===== src/rtl/spvd_pkg.sv =====
// ----------------------------------------------------------------------------
// spvd_pkg - shared definitions for the step peak/valley detector
// register map, register widths and reset values, phase codes and helpers
// ----------------------------------------------------------------------------
package spvd_pkg;

    // default build parameters
    localparam int WINDOW_LEN_DEF  = 15;
    localparam int SAMPLE_BITS_DEF = 13;

    // lobe and flat-run counters
    localparam int              CNT_W    = 16;
    localparam logic [CNT_W-1:0] CNT_MAX = {CNT_W{1'b1}};
    localparam int              FLAT_END = 4;

    // configuration port
    localparam int APB_ADDR_W = 5;
    localparam int APB_DATA_W = 32;
    localparam int REG_IDX_W  = 3;

    localparam logic [REG_IDX_W-1:0] REG_SLOPE_THR     = 3'd0;
    localparam logic [REG_IDX_W-1:0] REG_MIN_LOBE_LEN  = 3'd1;
    localparam logic [REG_IDX_W-1:0] REG_MAX_LOBE_LEN  = 3'd2;
    localparam logic [REG_IDX_W-1:0] REG_MIN_TOTAL_LEN = 3'd3;
    localparam logic [REG_IDX_W-1:0] REG_MIN_LOBE_AREA = 3'd4;
    localparam logic [REG_IDX_W-1:0] REG_MIN_SUM_AREA  = 3'd5;
    localparam logic [REG_IDX_W-1:0] REG_MIN_PEAK      = 3'd6;
    localparam logic [REG_IDX_W-1:0] REG_QUIET_LIMIT   = 3'd7;

    localparam int W_SLOPE_THR     = 8;
    localparam int W_MIN_LOBE_LEN  = 16;
    localparam int W_MAX_LOBE_LEN  = 16;
    localparam int W_MIN_TOTAL_LEN = 17;
    localparam int W_MIN_LOBE_AREA = 30;
    localparam int W_MIN_SUM_AREA  = 31;
    localparam int W_MIN_PEAK      = 14;
    localparam int W_QUIET_LIMIT   = 16;

    localparam logic [W_SLOPE_THR-1:0]     RST_SLOPE_THR     = 8'd5;
    localparam logic [W_MIN_LOBE_LEN-1:0]  RST_MIN_LOBE_LEN  = 16'd3;
    localparam logic [W_MAX_LOBE_LEN-1:0]  RST_MAX_LOBE_LEN  = 16'd100;
    localparam logic [W_MIN_TOTAL_LEN-1:0] RST_MIN_TOTAL_LEN = 17'd10;
    localparam logic [W_MIN_LOBE_AREA-1:0] RST_MIN_LOBE_AREA = 30'd50;
    localparam logic [W_MIN_SUM_AREA-1:0]  RST_MIN_SUM_AREA  = 31'd150;
    localparam logic [W_MIN_PEAK-1:0]      RST_MIN_PEAK      = 14'd5;
    localparam logic [W_QUIET_LIMIT-1:0]   RST_QUIET_LIMIT   = 16'd20;

    // detector phases, one-hot
    typedef enum logic [4:0] {
        PH_IDLE  = 5'b00001,
        PH_RISE  = 5'b00010,
        PH_QUIET = 5'b00100,
        PH_FALL  = 5'b01000,
        PH_JUDGE = 5'b10000
    } t_phase;

    // saturating counter increment
    function automatic logic [CNT_W-1:0] sat_inc(input logic [CNT_W-1:0] v);
        return (v == CNT_MAX) ? v : v + 1'b1;
    endfunction

endpackage


===== src/rtl/step_peak_valley_detector_unit.sv =====
// ----------------------------------------------------------------------------
// step_peak_valley_detector_unit - pedometer step detector
// moving average, deadzoned slope and a rise/quiet/fall lobe tracker that
// flags one step per qualifying rising and falling lobe pair
// ----------------------------------------------------------------------------
// One beat in, one beat out: every filtered magnitude sample yields one
// result beat carrying the deadzoned slope of the moving average and a step
// flag. A sample is accepted in every cycle unless the input stalls and
// runs through a five-stage pipeline (window sum, constant-reciprocal
// divide, phase tracker, lobe area multiply, threshold compare into the
// output register); the sustained rate is one beat per cycle while the
// output does not stall. A stall on the output backs up stage by stage, so
// the input only stalls once all five stages hold a beat. Thresholds sit in
// eight APB registers at byte address 4*index and are expected to change
// only while no beat is in flight. No clearing pass is needed after reset.
// ----------------------------------------------------------------------------
module step_peak_valley_detector_unit
    import spvd_pkg::*;
#(
    parameter int WINDOW_LEN  = WINDOW_LEN_DEF,
    parameter int SAMPLE_BITS = SAMPLE_BITS_DEF
) (
    input  logic                          i_clk,
    input  logic                          i_rst_n,
    // sample input channel
    input  logic                          i_in_valid,
    output logic                          o_in_stall,
    input  logic signed [SAMPLE_BITS-1:0] i_fir_output,
    // result output channel
    output logic                          o_out_valid,
    input  logic                          i_out_stall,
    output logic                          o_step_detected,
    output logic signed [SAMPLE_BITS:0]   o_slope_out,
    // configuration port
    input  logic                          psel,
    input  logic                          penable,
    input  logic                          pwrite,
    input  logic [APB_ADDR_W-1:0]         paddr,
    input  logic [APB_DATA_W-1:0]         pwdata,
    output logic [APB_DATA_W-1:0]         prdata,
    output logic                          pready
);

    // derived widths
    localparam int LOG_W   = $clog2(WINDOW_LEN);
    localparam int SUM_W   = SAMPLE_BITS + LOG_W;      // signed running sum
    localparam int SHIFT   = SUM_W + LOG_W;            // reciprocal scale
    localparam int PROD_W  = 2 * SUM_W + 1;
    localparam int SLOPE_W = SAMPLE_BITS + 1;          // signed slope
    localparam int KW      = SLOPE_W + 1;              // slope vs threshold
    localparam int PEAK_W  = SAMPLE_BITS;              // peak magnitude
    localparam int AREA_W  = CNT_W + PEAK_W;
    localparam int TOT_W   = W_MIN_TOTAL_LEN;
    localparam int CMP_A_W = (AREA_W + 1 > W_MIN_SUM_AREA) ? AREA_W + 1 : W_MIN_SUM_AREA;
    localparam int CMP_P_W = (PEAK_W > W_MIN_PEAK) ? PEAK_W : W_MIN_PEAK;

    // ceil(2^SHIFT / WINDOW_LEN): exact floor division for every sum magnitude
    localparam logic [SUM_W:0] RECIP = (SUM_W + 1)'(((64'd1 << SHIFT)
                                       + 64'(WINDOW_LEN) - 64'd1) / 64'(WINDOW_LEN));

    localparam logic signed [SLOPE_W-1:0] K_ONE       = SLOPE_W'(1);
    localparam logic signed [SLOPE_W-1:0] K_MINUS_ONE = SLOPE_W'(-1);

    // ------------------------------------------------------------------------
    // configuration registers
    // ------------------------------------------------------------------------
    logic [W_SLOPE_THR-1:0]     r_cfg_slope_thr;
    logic [W_MIN_LOBE_LEN-1:0]  r_cfg_min_lobe_len;
    logic [W_MAX_LOBE_LEN-1:0]  r_cfg_max_lobe_len;
    logic [W_MIN_TOTAL_LEN-1:0] r_cfg_min_total_len;
    logic [W_MIN_LOBE_AREA-1:0] r_cfg_min_lobe_area;
    logic [W_MIN_SUM_AREA-1:0]  r_cfg_min_sum_area;
    logic [W_MIN_PEAK-1:0]      r_cfg_min_peak;
    logic [W_QUIET_LIMIT-1:0]   r_cfg_quiet_limit;

    logic                 w_cfg_wr;
    logic [REG_IDX_W-1:0] w_cfg_idx;

    assign pready    = 1'b1;
    assign w_cfg_wr  = psel && penable && pwrite && pready;
    // word index, byte lane bits ignored
    assign w_cfg_idx = paddr[APB_ADDR_W-1:2];

    always_ff @(posedge i_clk) begin
        if (!i_rst_n) begin
            r_cfg_slope_thr     <= RST_SLOPE_THR;
            r_cfg_min_lobe_len  <= RST_MIN_LOBE_LEN;
            r_cfg_max_lobe_len  <= RST_MAX_LOBE_LEN;
            r_cfg_min_total_len <= RST_MIN_TOTAL_LEN;
            r_cfg_min_lobe_area <= RST_MIN_LOBE_AREA;
            r_cfg_min_sum_area  <= RST_MIN_SUM_AREA;
            r_cfg_min_peak      <= RST_MIN_PEAK;
            r_cfg_quiet_limit   <= RST_QUIET_LIMIT;
        end else if (w_cfg_wr) begin
            case (w_cfg_idx)
                REG_SLOPE_THR:     r_cfg_slope_thr     <= pwdata[W_SLOPE_THR-1:0];
                REG_MIN_LOBE_LEN:  r_cfg_min_lobe_len  <= pwdata[W_MIN_LOBE_LEN-1:0];
                REG_MAX_LOBE_LEN:  r_cfg_max_lobe_len  <= pwdata[W_MAX_LOBE_LEN-1:0];
                REG_MIN_TOTAL_LEN: r_cfg_min_total_len <= pwdata[W_MIN_TOTAL_LEN-1:0];
                REG_MIN_LOBE_AREA: r_cfg_min_lobe_area <= pwdata[W_MIN_LOBE_AREA-1:0];
                REG_MIN_SUM_AREA:  r_cfg_min_sum_area  <= pwdata[W_MIN_SUM_AREA-1:0];
                REG_MIN_PEAK:      r_cfg_min_peak      <= pwdata[W_MIN_PEAK-1:0];
                REG_QUIET_LIMIT:   r_cfg_quiet_limit   <= pwdata[W_QUIET_LIMIT-1:0];
                default: ;
            endcase
        end
    end

    // register readback, zero extended
    always_comb begin
        case (w_cfg_idx)
            REG_SLOPE_THR:     prdata = APB_DATA_W'(r_cfg_slope_thr);
            REG_MIN_LOBE_LEN:  prdata = APB_DATA_W'(r_cfg_min_lobe_len);
            REG_MAX_LOBE_LEN:  prdata = APB_DATA_W'(r_cfg_max_lobe_len);
            REG_MIN_TOTAL_LEN: prdata = APB_DATA_W'(r_cfg_min_total_len);
            REG_MIN_LOBE_AREA: prdata = APB_DATA_W'(r_cfg_min_lobe_area);
            REG_MIN_SUM_AREA:  prdata = APB_DATA_W'(r_cfg_min_sum_area);
            REG_MIN_PEAK:      prdata = APB_DATA_W'(r_cfg_min_peak);
            REG_QUIET_LIMIT:   prdata = APB_DATA_W'(r_cfg_quiet_limit);
            default:           prdata = '0;
        endcase
    end

    // ------------------------------------------------------------------------
    // pipeline flow control: a stage takes a beat when it is empty or its
    // current beat moves on in the same cycle
    // ------------------------------------------------------------------------
    logic r_v1, r_v2, r_v3, r_v4, r_out_valid;
    logic w_rdy1, w_rdy2, w_rdy3, w_rdy4, w_rdy5;
    logic w_accept, w_mv12, w_mv23, w_mv34, w_mv45;

    assign w_rdy5 = !r_out_valid || !i_out_stall;
    assign w_rdy4 = !r_v4 || w_rdy5;
    assign w_rdy3 = !r_v3 || w_rdy4;
    assign w_rdy2 = !r_v2 || w_rdy3;
    assign w_rdy1 = !r_v1 || w_rdy2;

    assign o_in_stall = !w_rdy1;
    assign w_accept   = i_in_valid && w_rdy1;
    assign w_mv12     = r_v1 && w_rdy2;
    assign w_mv23     = r_v2 && w_rdy3;
    assign w_mv34     = r_v3 && w_rdy4;
    assign w_mv45     = r_v4 && w_rdy5;

    always_ff @(posedge i_clk) begin
        if (!i_rst_n) begin
            r_v1        <= 1'b0;
            r_v2        <= 1'b0;
            r_v3        <= 1'b0;
            r_v4        <= 1'b0;
            r_out_valid <= 1'b0;
        end else begin
            if (w_rdy1) r_v1        <= i_in_valid;
            if (w_rdy2) r_v2        <= r_v1;
            if (w_rdy3) r_v3        <= r_v2;
            if (w_rdy4) r_v4        <= r_v3;
            if (w_rdy5) r_out_valid <= r_v4;
        end
    end

    assign o_out_valid = r_out_valid;

    // ------------------------------------------------------------------------
    // stage 1: sample window and running sum
    // the sum register is both the window state and this stage's payload
    // ------------------------------------------------------------------------
    logic signed [SAMPLE_BITS-1:0] r_taps [WINDOW_LEN];
    logic signed [SUM_W-1:0]       r_sum;
    logic signed [SUM_W-1:0]       n_sum;

    assign n_sum = r_sum - SUM_W'(r_taps[0]) + SUM_W'(i_fir_output);

    always_ff @(posedge i_clk) begin
        if (!i_rst_n) begin
            for (int i = 0; i < WINDOW_LEN; i++) begin
                r_taps[i] <= '0;
            end
            r_sum <= '0;
        end else if (w_accept) begin
            // oldest sample leaves at tap 0, newest enters at the top
            for (int i = 0; i < WINDOW_LEN - 1; i++) begin
                r_taps[i] <= r_taps[i+1];
            end
            r_taps[WINDOW_LEN-1] <= i_fir_output;
            r_sum                <= n_sum;
        end
    end

    // ------------------------------------------------------------------------
    // stage 2: average = sum / WINDOW_LEN, truncated toward zero
    // divide the magnitude by reciprocal multiply, then restore the sign
    // ------------------------------------------------------------------------
    logic                          w_sum_neg;
    logic [SUM_W-1:0]              w_sum_mag;
    logic [PROD_W-1:0]             w_quot_prod;
    logic [SAMPLE_BITS-1:0]        w_quot;
    logic signed [SAMPLE_BITS-1:0] n_avg;
    logic signed [SAMPLE_BITS-1:0] r_avg;

    assign w_sum_neg   = r_sum[SUM_W-1];
    assign w_sum_mag   = w_sum_neg ? SUM_W'(-r_sum) : SUM_W'(r_sum);
    assign w_quot_prod = PROD_W'(w_sum_mag) * PROD_W'(RECIP);
    assign w_quot      = w_quot_prod[SHIFT +: SAMPLE_BITS];
    assign n_avg       = w_sum_neg ? $signed(-w_quot) : $signed(w_quot);

    always_ff @(posedge i_clk) begin
        if (w_mv12) begin
            r_avg <= n_avg;
        end
    end

    // ------------------------------------------------------------------------
    // stage 3: slope, deadzone and lobe tracking
    // ------------------------------------------------------------------------
    t_phase                    r_phase, n_phase;
    logic signed [SAMPLE_BITS-1:0] r_prev_avg;
    logic [CNT_W-1:0]          r_rise_len, n_rise_len;
    logic [CNT_W-1:0]          r_fall_len, n_fall_len;
    logic [CNT_W-1:0]          r_flat_count, n_flat_count;
    logic signed [SLOPE_W-1:0] r_rise_peak, n_rise_peak;
    logic signed [SLOPE_W-1:0] r_fall_peak, n_fall_peak;

    logic signed [SLOPE_W-1:0] w_k_raw, w_k, w_fall_mag;
    logic signed [KW-1:0]      w_kx, w_thr;
    logic                      w_rising, w_falling;

    assign w_k_raw = SLOPE_W'(r_avg) - SLOPE_W'(r_prev_avg);
    // a change of one count is treated as no change
    assign w_k     = (w_k_raw == K_ONE || w_k_raw == K_MINUS_ONE) ? '0 : w_k_raw;

    assign w_kx      = KW'(w_k);
    assign w_thr     = KW'(r_cfg_slope_thr);
    // with a zero threshold a zero slope counts as both
    assign w_rising  = w_kx >= w_thr;
    assign w_falling = w_kx <= -w_thr;

    always_comb begin
        n_phase      = r_phase;
        n_rise_len   = r_rise_len;
        n_fall_len   = r_fall_len;
        n_flat_count = r_flat_count;
        n_rise_peak  = r_rise_peak;
        n_fall_peak  = r_fall_peak;
        case (r_phase)
            PH_IDLE: begin
                // start of rise is not counted in the lobe length
                n_rise_len   = '0;
                n_fall_len   = '0;
                n_flat_count = '0;
                n_rise_peak  = '0;
                n_fall_peak  = '0;
                if (w_rising) n_phase = PH_RISE;
            end
            PH_RISE: begin
                if (w_rising) begin
                    n_rise_len = sat_inc(r_rise_len);
                    if (w_k > r_rise_peak) n_rise_peak = w_k;
                end else if (!w_falling) begin
                    n_rise_len   = sat_inc(r_rise_len);
                    n_flat_count = sat_inc(r_flat_count);
                    if (n_flat_count > CNT_W'(FLAT_END)) n_phase = PH_QUIET;
                end else begin
                    n_phase = PH_FALL;
                end
            end
            PH_QUIET: begin
                if (!w_rising && !w_falling) begin
                    n_flat_count = sat_inc(r_flat_count);
                    if (n_flat_count > r_cfg_quiet_limit) n_phase = PH_IDLE;
                end else if (w_rising) begin
                    n_phase = PH_IDLE;
                end else begin
                    n_flat_count = '0;
                    n_phase      = PH_FALL;
                end
            end
            PH_FALL: begin
                if (w_falling && !w_rising) begin
                    n_fall_len = sat_inc(r_fall_len);
                    if (w_k < r_fall_peak) n_fall_peak = w_k;
                end else if (!w_rising && !w_falling) begin
                    n_fall_len   = sat_inc(r_fall_len);
                    n_flat_count = sat_inc(r_flat_count);
                    if (n_flat_count > CNT_W'(FLAT_END)) n_phase = PH_JUDGE;
                end else begin
                    n_phase = PH_JUDGE;
                end
            end
            PH_JUDGE: begin
                // slope of this beat is ignored, the lobes are judged
                n_phase = PH_IDLE;
            end
            default: begin
                n_phase = PH_IDLE;
            end
        endcase
    end

    always_ff @(posedge i_clk) begin
        if (!i_rst_n) begin
            r_phase      <= PH_IDLE;
            r_prev_avg   <= '0;
            r_rise_len   <= '0;
            r_fall_len   <= '0;
            r_flat_count <= '0;
            r_rise_peak  <= '0;
            r_fall_peak  <= '0;
        end else if (w_mv23) begin
            r_phase      <= n_phase;
            r_prev_avg   <= r_avg;
            r_rise_len   <= n_rise_len;
            r_fall_len   <= n_fall_len;
            r_flat_count <= n_flat_count;
            r_rise_peak  <= n_rise_peak;
            r_fall_peak  <= n_fall_peak;
        end
    end

    // lobe snapshot for the judge, taken before the next idle beat clears it
    logic signed [SLOPE_W-1:0] r_s3_k;
    logic                      r_s3_judge;
    logic [CNT_W-1:0]          r_s3_rise_len, r_s3_fall_len;
    logic [PEAK_W-1:0]         r_s3_rise_peak, r_s3_fall_peak;

    // peaks are never of the wrong sign, so the magnitudes fit PEAK_W bits
    assign w_fall_mag = -r_fall_peak;

    always_ff @(posedge i_clk) begin
        if (w_mv23) begin
            r_s3_k         <= w_k;
            r_s3_judge     <= (r_phase == PH_JUDGE);
            r_s3_rise_len  <= r_rise_len;
            r_s3_fall_len  <= r_fall_len;
            r_s3_rise_peak <= r_rise_peak[PEAK_W-1:0];
            r_s3_fall_peak <= w_fall_mag[PEAK_W-1:0];
        end
    end

    // ------------------------------------------------------------------------
    // stage 4: lobe areas, length times peak
    // ------------------------------------------------------------------------
    logic signed [SLOPE_W-1:0] r_s4_k;
    logic                      r_s4_judge;
    logic [CNT_W-1:0]          r_s4_rise_len, r_s4_fall_len;
    logic [PEAK_W-1:0]         r_s4_rise_peak;
    logic [AREA_W-1:0]         r_s4_rise_area, r_s4_fall_area;

    always_ff @(posedge i_clk) begin
        if (w_mv34) begin
            r_s4_k         <= r_s3_k;
            r_s4_judge     <= r_s3_judge;
            r_s4_rise_len  <= r_s3_rise_len;
            r_s4_fall_len  <= r_s3_fall_len;
            r_s4_rise_peak <= r_s3_rise_peak;
            r_s4_rise_area <= AREA_W'(r_s3_rise_len) * AREA_W'(r_s3_rise_peak);
            r_s4_fall_area <= AREA_W'(r_s3_fall_len) * AREA_W'(r_s3_fall_peak);
        end
    end

    // ------------------------------------------------------------------------
    // stage 5: threshold checks into the output register
    // ------------------------------------------------------------------------
    logic [TOT_W-1:0]  w_total_len;
    logic [AREA_W:0]   w_sum_area;
    logic              w_len_ok, w_area_ok, w_peak_ok, w_step;
    logic              r_out_step;
    logic signed [SLOPE_W-1:0] r_out_slope;

    assign w_total_len = TOT_W'(r_s4_rise_len) + TOT_W'(r_s4_fall_len);
    assign w_sum_area  = (AREA_W + 1)'(r_s4_rise_area) + (AREA_W + 1)'(r_s4_fall_area);

    assign w_len_ok = (r_s4_rise_len > r_cfg_min_lobe_len)
                   && (r_s4_fall_len > r_cfg_min_lobe_len)
                   && (r_s4_rise_len < r_cfg_max_lobe_len)
                   && (r_s4_fall_len < r_cfg_max_lobe_len)
                   && (w_total_len >= r_cfg_min_total_len);

    assign w_area_ok = (CMP_A_W'(r_s4_rise_area) > CMP_A_W'(r_cfg_min_lobe_area))
                    && (CMP_A_W'(r_s4_fall_area) > CMP_A_W'(r_cfg_min_lobe_area))
                    && (CMP_A_W'(w_sum_area)     > CMP_A_W'(r_cfg_min_sum_area));

    assign w_peak_ok = CMP_P_W'(r_s4_rise_peak) >= CMP_P_W'(r_cfg_min_peak);

    assign w_step = r_s4_judge && w_len_ok && w_area_ok && w_peak_ok;

    always_ff @(posedge i_clk) begin
        if (w_mv45) begin
            r_out_step  <= w_step;
            r_out_slope <= r_s4_k;
        end
    end

    assign o_step_detected = r_out_step;
    assign o_slope_out     = r_out_slope;

    // ------------------------------------------------------------------------
    // assertions
    // ------------------------------------------------------------------------
`ifndef ASSERT_OFF
    // input only stalls when every stage is full and the output is held
    a_stall_full: assert property (@(posedge i_clk) disable iff (!i_rst_n)
        o_in_stall |-> (r_v1 && r_v2 && r_v3 && r_v4 && r_out_valid && i_out_stall))
        else $error("input stalled with room in the pipeline");

    // a blocked average beat keeps its value
    a_avg_hold: assert property (@(posedge i_clk) disable iff (!i_rst_n)
        (r_v2 && !w_rdy3) |=> (r_v2 && $stable(r_avg)))
        else $error("average stage changed while blocked");

    // rising peak never negative, falling peak never positive
    a_peak_sign: assert property (@(posedge i_clk) disable iff (!i_rst_n)
        !r_rise_peak[SLOPE_W-1] && (r_fall_peak[SLOPE_W-1] || r_fall_peak == '0))
        else $error("lobe peak of wrong sign");

    // flat run inside a rise never passes the lobe end count
    a_rise_flat: assert property (@(posedge i_clk) disable iff (!i_rst_n)
        (r_phase == PH_RISE) |-> (r_flat_count <= CNT_W'(FLAT_END)))
        else $error("flat run too long in rising lobe");

    // a judged beat returns to idle and is flagged for the checks
    a_judge_idle: assert property (@(posedge i_clk) disable iff (!i_rst_n)
        (w_mv23 && r_phase == PH_JUDGE) |=> (r_phase == PH_IDLE && r_s3_judge))
        else $error("judge beat did not return to idle");
`endif

endmodule


===== config.mk =====
export PLATFORM = sky130hd
export DESIGN_NAME = step_peak_valley_detector_unit
export DESIGN_NICKNAME = d
export VERILOG_FILES = /design/src/rtl/spvd_pkg.sv /design/src/rtl/step_peak_valley_detector_unit.sv
export SDC_FILE = /design/constraint.sdc
export NUM_CORES = 2
export LEC_CHECK = 0
export CAP_MARGIN = 10
export CORE_UTILIZATION = 55
export CTS_CLUSTER_DIAMETER = 80
export DETAILED_ROUTE_END_ITERATION = 16
export DONT_BUFFER_PORTS = 1
export HOLD_SLACK_MARGIN = 0.06
export PLACE_DENSITY = 0.73
export SYNTH_ARGS = -nofsm -noshare
export SYNTH_HDL_FRONTEND = slang
export SYNTH_SLANG_ARGS = --single-unit

===== constraint.sdc =====
create_clock -name i_clk -period 8.4 [get_ports i_clk]
set_input_delay 0.42 -clock i_clk [delete_from_list [all_inputs] [get_ports i_clk]]
set_output_delay 0.42 -clock i_clk [all_outputs]
set_load 0.005 [all_outputs]

# Yosys cells after proc, flatten, opt, wreduce, memory -nomap -nowiden
# Memories as Yosys holds them, arrays and structs flattened.
# Index checks and enable logic that the tools add are counted.
word_totals:
  reg_bits: 483
  ramBits: 195
  in_bits: 57
  elab_cells: 222
  memories: 1
op_classes:
  addsub: 12
  mul: 3
  magnitude_cmp: 15
  eq_ne: 32
  muxes: 56
  bitwise_logic: 15
  n_reduce_logical: 51
mem_list:
  columns: ["memory", "words", "word_bits", "read_ports", "rd_ports_with_merged_regs", "write_ports", "line", "text"]
  rows:
  - ["r_taps", 15, 13, 15, 0, 15, "step_peak_valley_detector_unit.sv:167", "logic signed [SAMPLE_BITS-1:0] r_taps [WINDOW_LEN];"]
op_table:
  columns: ["operator", "count"]
  rows:
  - ["$pmux 32 s8", 1]
  - ["$mux 13", 16]
  - ["$mux 16", 13]
  - ["$mux 14", 5]
  - ["$pmux 16 s2", 2]
  - ["$pmux 16 s4", 1]
  - ["$gt 29x30->1", 2]
  - ["$mul 16x13->29", 2]
  - ["$pmux 14 s2", 2]
  - ["$add 16x1->16 const B", 3]
  - ["$eq 16x16->1 const B", 3]
  - ["$gt 16x16->1", 3]
  - ["$mux 5", 9]
  - ["$mul 17x18->34 const B", 1]
  - ["$lt 16x16->1", 2]
  - ["$gt 30x31->1", 1]
  - ["$add 29x29->30", 1]
  - ["$neg 13->13", 2]
  - ["$pmux 5 s4", 1]
  - ["$logic_and 1x1->1", 18]
  - ["$ne 2x2->1 const B", 9]
  - ["$ne 3x3->1 const B", 6]
  - ["$add 16x16->17", 1]
  - ["$add 17x13->17", 1]
  - ["34 further kinds", 79]

# Longest topological paths before layout
logic_depth:
  ltp_word: 11
  mapped_depth: 35
  mapped_depth_nobuf: 35

# Worst setup path before layout
# OpenSTA, ideal clock, no wires.
synth_timing:
  path_kind: "reg-to-reg"
  from: "register r_sum[2]"
  to: "register r_avg[9] (data pin)"
  setup_ns: 0.259
  arrival_time_ns: 7.353
  path_slack_ns: 0.788
  path_stages_with_launch: 28
  n_path_buf: 0
  period_less_slack_ns: 7.612
  cell_sequence: "dfxtp_1 > nor3_1 > nand4_1 > or3_1 > or4_1 > o21ai_0 > xnor2_1 > ha_1 > inv_1 > fa_1 > fa_1 > fa_1 > fa_1 > inv_1 > fa_1 > ha_1 > nand3_1 > o22ai_1 > a22oi_1 > nand3_1 > a21oi_2 > xor2_1 > nand2_1 > or4_1 > or3_4 > o31a_1 > o21ai_2 > xnor2_1"
synth_via:
  elab_chain_len: 5
synth_rtl:
  columns: ["element", "line", "text"]
  rows:
  - ["from (decl)", "step_peak_valley_detector_unit.sv:168", "logic signed [SUM_W-1:0] r_sum;"]
  - ["from (signal assigned)", "step_peak_valley_detector_unit.sv:185", "r_sum <= n_sum;"]
  - ["$neg 17->17", "step_peak_valley_detector_unit.sv:201", "assign w_sum_mag = w_sum_neg ? SUM_W'(-r_sum) : SUM_W'(r_sum);"]
  - ["$mux 17 (*)", "step_peak_valley_detector_unit.sv:201", null]
  - ["$mul 17x18->34 (*)", "step_peak_valley_detector_unit.sv:202", "assign w_quot_prod = PROD_W'(w_sum_mag) * PROD_W'(RECIP);"]
  - ["$neg 13->13", "step_peak_valley_detector_unit.sv:204", "assign n_avg = w_sum_neg ? $signed(-w_quot) : $signed(w_quot);"]
  - ["$mux 13 (*)", "step_peak_valley_detector_unit.sv:204", null]
  - ["via n_avg[9]", "step_peak_valley_detector_unit.sv:197", "logic signed [SAMPLE_BITS-1:0] n_avg;"]
  - ["to (signal assigned)", "step_peak_valley_detector_unit.sv:208", "r_avg <= n_avg;"]
  - ["to (decl)", "step_peak_valley_detector_unit.sv:198", "logic signed [SAMPLE_BITS-1:0] r_avg;"]
# Mark *: on every way through the listed nets, which the timed path passes. The rest lies on a longest branch.
# A chain may end at the register's enable or synchronous reset.

# Worst setup path after layout
layout_timing:
  from: "register r_sum[4]"
  to: "register r_avg[9] (data pin)"
# The elaborated chain is that of the path after synthesis.

==> summary.md <==
| Metric | Value |
|---|---|
| R2R setup slack | 420 ps |
| Initial antenna violation count | 3 |
| Startpoint Class | register |
| Final WS setup | 418.4 ps |
| Starting Density | 55.46% |
| Total GRT Usage | 28.27% |
| Core area | 93,190 sq um |
| Worst Hold Launch | i_fir_output[9] |
| Endpoint type of the worst setup path | register |
| Synth top area share | 24.05% |
| Clk_lat worst skew | 680 ps |
| Slew @ Worst Pin | 1131 ps |
| DR vias/cell | 5.705 |
| Max cap viols | 0 |
| DR WL/cell | 19.95 microns |
| Pre-CTS WS | 110.0 ps |
| Final-report hold violation count | 0 |
| Syn nets | 6,324 |
| CP Max Fanout | 4 |
| Area contributors post-synth | edfxtp_1 24%, ha_1 14%, fa_1 14% |
| First-pass GRT wire length | 209,400 microns |
| Area leader, netlist | edfxtp_1 |
| Mapped cell area | 51,690 sq um |
| Max-slew violation count | 0 |
| Detail Route Antenna Nets | 0 |
| Die width | 308.6 microns |
| Worst-case reg-to-reg path depth | 27 |
| Max Fclk | 0.1253 GHz |
| Pre-antenna DRT Iters | 6 |
| Crit path DAT | 8390 ps |
| Result of the run | finished, final reports clean |
| Root Driver | clkbuf_16 |
| Detailed Place HPWL | 99,610 microns |
| CTS tree | built |
| Synth Instances | 5,313 |
| Drt drc | 0 |
| Row Count | 112 |
| Area growth syn-to-layout | 8.405% |
| Worst r2r src | r_sum[4] |
| Vias in the first global route | 38,416 |
| Cell variety after synth | 94 |
| Die Y | 308.6 microns |
| Peak supply drop | 0.001432 V |
| Clock Skews | 42.05 ps |
| Design Area, Final | 56,030 sq um |
| Final worst path period need | 7982 ps |
| WP data required | 8810 ps |
| Layout cells sized above 1 | 4.579% |
| Dominant synthesized flop cell | edfxtp_1 |
| Total number of vias | 37,689 |
| Port Buffers | 0 |
| Hold Path End | r_taps[1][87] |
| Clk buf depth | 3 |
| Worst r2r dst | r_avg[9] |
| Synth warn | 0 |
| Worst hold stages | 2 |
| Sink Count | 678 |
| Final TNS setup | 0 ps |
| Gr ovfl total | 0 |
| CTS clk-pin slew, worst paths | 60 ps |
| Worst min-delay path class | primary input to register |
| DP Area | 52,820 sq um |
| Routability Congestion | 0.9836 |
| Largest net degree at the start of global routing | 127 |
| Power Density | 416.5 nW/um^2 |
| Fin util | 60.13% |
| CTS Buf Count | 76 |
| First DRT Iteration DRCs | 2,823 |
| EDFF count, synth | 414 |
| Ports | 107 |
| Final critical-path share of the clock period | 95.02% |
| Post-synthesis sequential area ratio | 34.28% |
| Slew HR | 24.47% |
| Post-synthesis async set-or-reset flop share | 0% |
| Routed WL | 131,800 microns |
| Yosys reg bits | 678 |
| Fin nets | 6,300 |
| Setup Viol. Count Final | 0 |
| Worst setup path class | register to register |
| DIE AREA | 95,210 sq um |
| Leakage | 24.25 nW |
| Avg Cell Area, Syn | 9.728 sq um |
| Pwr Total | 0.02334 W |
| H-tree depth | 3 |
-- synthesized netlist by cell type (all sizes together), types with 6 or more instances --
cell type	count
a211o	6
a211oi	12
a21boi	6
a21o	89
a21oi	296
a221oi	15
a22o	25
a22oi	13
a31o	9
a31oi	18
a41oi	7
and2	353
and3	21
buf	23
clkbuf	158
dfxtp	264
edfxtp	414
fa	363
ha	591
inv	731
mux2i	33
mux4	9
nand2	689
nand2b	43
nand3	86
nand4	60
nor2	244
nor2b	50
nor3	71
nor4	28
o211ai	32
o21a	53
o21ai	132
o21bai	20
o22ai	22
o31ai	16
o32ai	6
o41ai	6
or2	11
or3	18
xnor2	153
xor2	37
-- critical path, cell delays in order (launching register included) --
cell and delay, ps:
dfxtp_1 330, nor3_2 240, nand4_1 150, or3_1 380
or4_1 470, o21ai_2 230, xnor2_1 130, ha_1 300
inv_1 50, fa_1 410, fa_1 400, fa_1 510
fa_1 550, inv_1 60, fa_1 480, ha_1 330
nand3_2 120, nor4_2 380, nand4_1 180, nand3_1 180
a21oi_2 90, xor2_1 200, nand2_1 100, or4_1 550
or3_4 410, o31a_1 300, o21ai_2 130, xnor2_1 70
-- logic make-up after synthesis --
family	count (synthesis)	synth area share [%]
flops	678	34.28
mux	46	1.118
simple gates	1703	15.96
other cells	2	0.01453
fa+ha+maj	954	28.37
buf+inv	913	6.720
xor+xnor	190	3.220
compound gates	827	10.33
-- placed cells by master (no fill, tap or decap), types with 15 or more instances in the layout --
cell type / instances
buf_4: 35
and3_1: 21
a21o_1: 89
nand2b_1: 43
nor4_1: 22
o21a_1: 53
nor3_1: 66
fa_1: 363
ha_1: 591
inv_1: 728
or3_1: 16
clkbuf_16: 77
o22ai_1: 22
nand3_1: 85
a221oi_1: 15
xnor2_1: 151
a22o_1: 25
o21bai_1: 20
dfxtp_1: 264
nor2_1: 241
dlygate4sd3_1: 43
nor2b_1: 49
a31oi_1: 17
o21ai_0: 124
nand4_1: 60
edfxtp_1: 414
nand2_1: 688
xor2_1: 37
and2_1: 353
mux2i_1: 33
a21oi_1: 292
o211ai_1: 32
-- routing by layer --
| metal | vias up | part of all wire (%) | global-route usage (%) |
|---|---|---|---|
| li1 | 17795 | - | - |
| met1 | 18382 | 41 | 36.09 |
| met2 | 1195 | 47 | 46.63 |
| met3 | 311 | 7.2 | 4.926 |
| met4 | 6 | 4.9 | 13.47 |
| met5 | - | 0.031 | 0 |
-- worst max-delay path by stage --
stage / from / endpoint / slack (ps) / cells after the start
floorplan: r_sum[2] / r_avg[9] / 790 / 27
global placement: r_sum[2] / r_avg[9] / 240 / 27
CTS: r_sum[2] / r_avg[12] / 5 / 32
detailed placement: r_sum[2] / r_avg[12] / 110 / 32
global route: r_sum[4] / r_avg[12] / -9 / 32
finish: r_sum[4] / r_avg[9] / 420 / 27
-- per-stage QoR --
stage / hold WS, ps / cells
global placement: 402.5 / 6417
detailed placement: 404.5 / 6417
floorplan: 400.3 / 5313
finish: 89.93 / 6606
global route: 98.60 / 6605
CTS: 60.08 / 6601
-- where the power goes --
part           internal [W]  leakage, nW  switching (W)
Sequential          0.00428         6.29       0.000239
Clock               0.00196         1.26        0.00151
Combinational       0.00648         16.7        0.00887
Total                0.0127         24.2         0.0106
-- registers in the layout, indices dropped and copies added, names as in the netlist, 16 cells and up --
| register | count |
|---|---|
| r_s4_fall_len | 16 |
| r_s3_fall_len | 16 |
| r_flat_count | 16 |
| r_cfg_max_lobe_len | 16 |
| r_sum | 17 |
| r_taps | 195 |
| r_cfg_quiet_limit | 16 |
| r_s4_fall_area | 29 |
| r_s3_rise_len | 16 |
| r_cfg_min_total_len | 17 |
| r_cfg_min_lobe_len | 16 |
| r_fall_len | 16 |
| r_rise_len | 16 |
| r_cfg_min_sum_area | 31 |
| r_s4_rise_area | 29 |
| r_cfg_min_lobe_area | 30 |
| r_s4_rise_len | 16 |
-- timing repair --
| action | 4_1_cts | 5_1_grt |
|---|---|---|
| hold buffers | 44 | 0 |
| setup endpoints to repair | 0 | 6 |
| resized for setup | 0 | 14 |
| setup buffers | 0 | 2 |
| endpoints found under the hold margin | 219 | 0 |
-- area by class of cell --
cell class                 count  area [sq um]
clock inverter                50         634.4
inverter                     732          2761
timing repair buffer          79         720.7
multi-input combinational   3722         30610
clock buffer                  90          2016
antenna                        1         2.502
fill                        7789         37160
tap                         1254          1569
sequential                   678         17720
(Power assumes the default switching activity.)
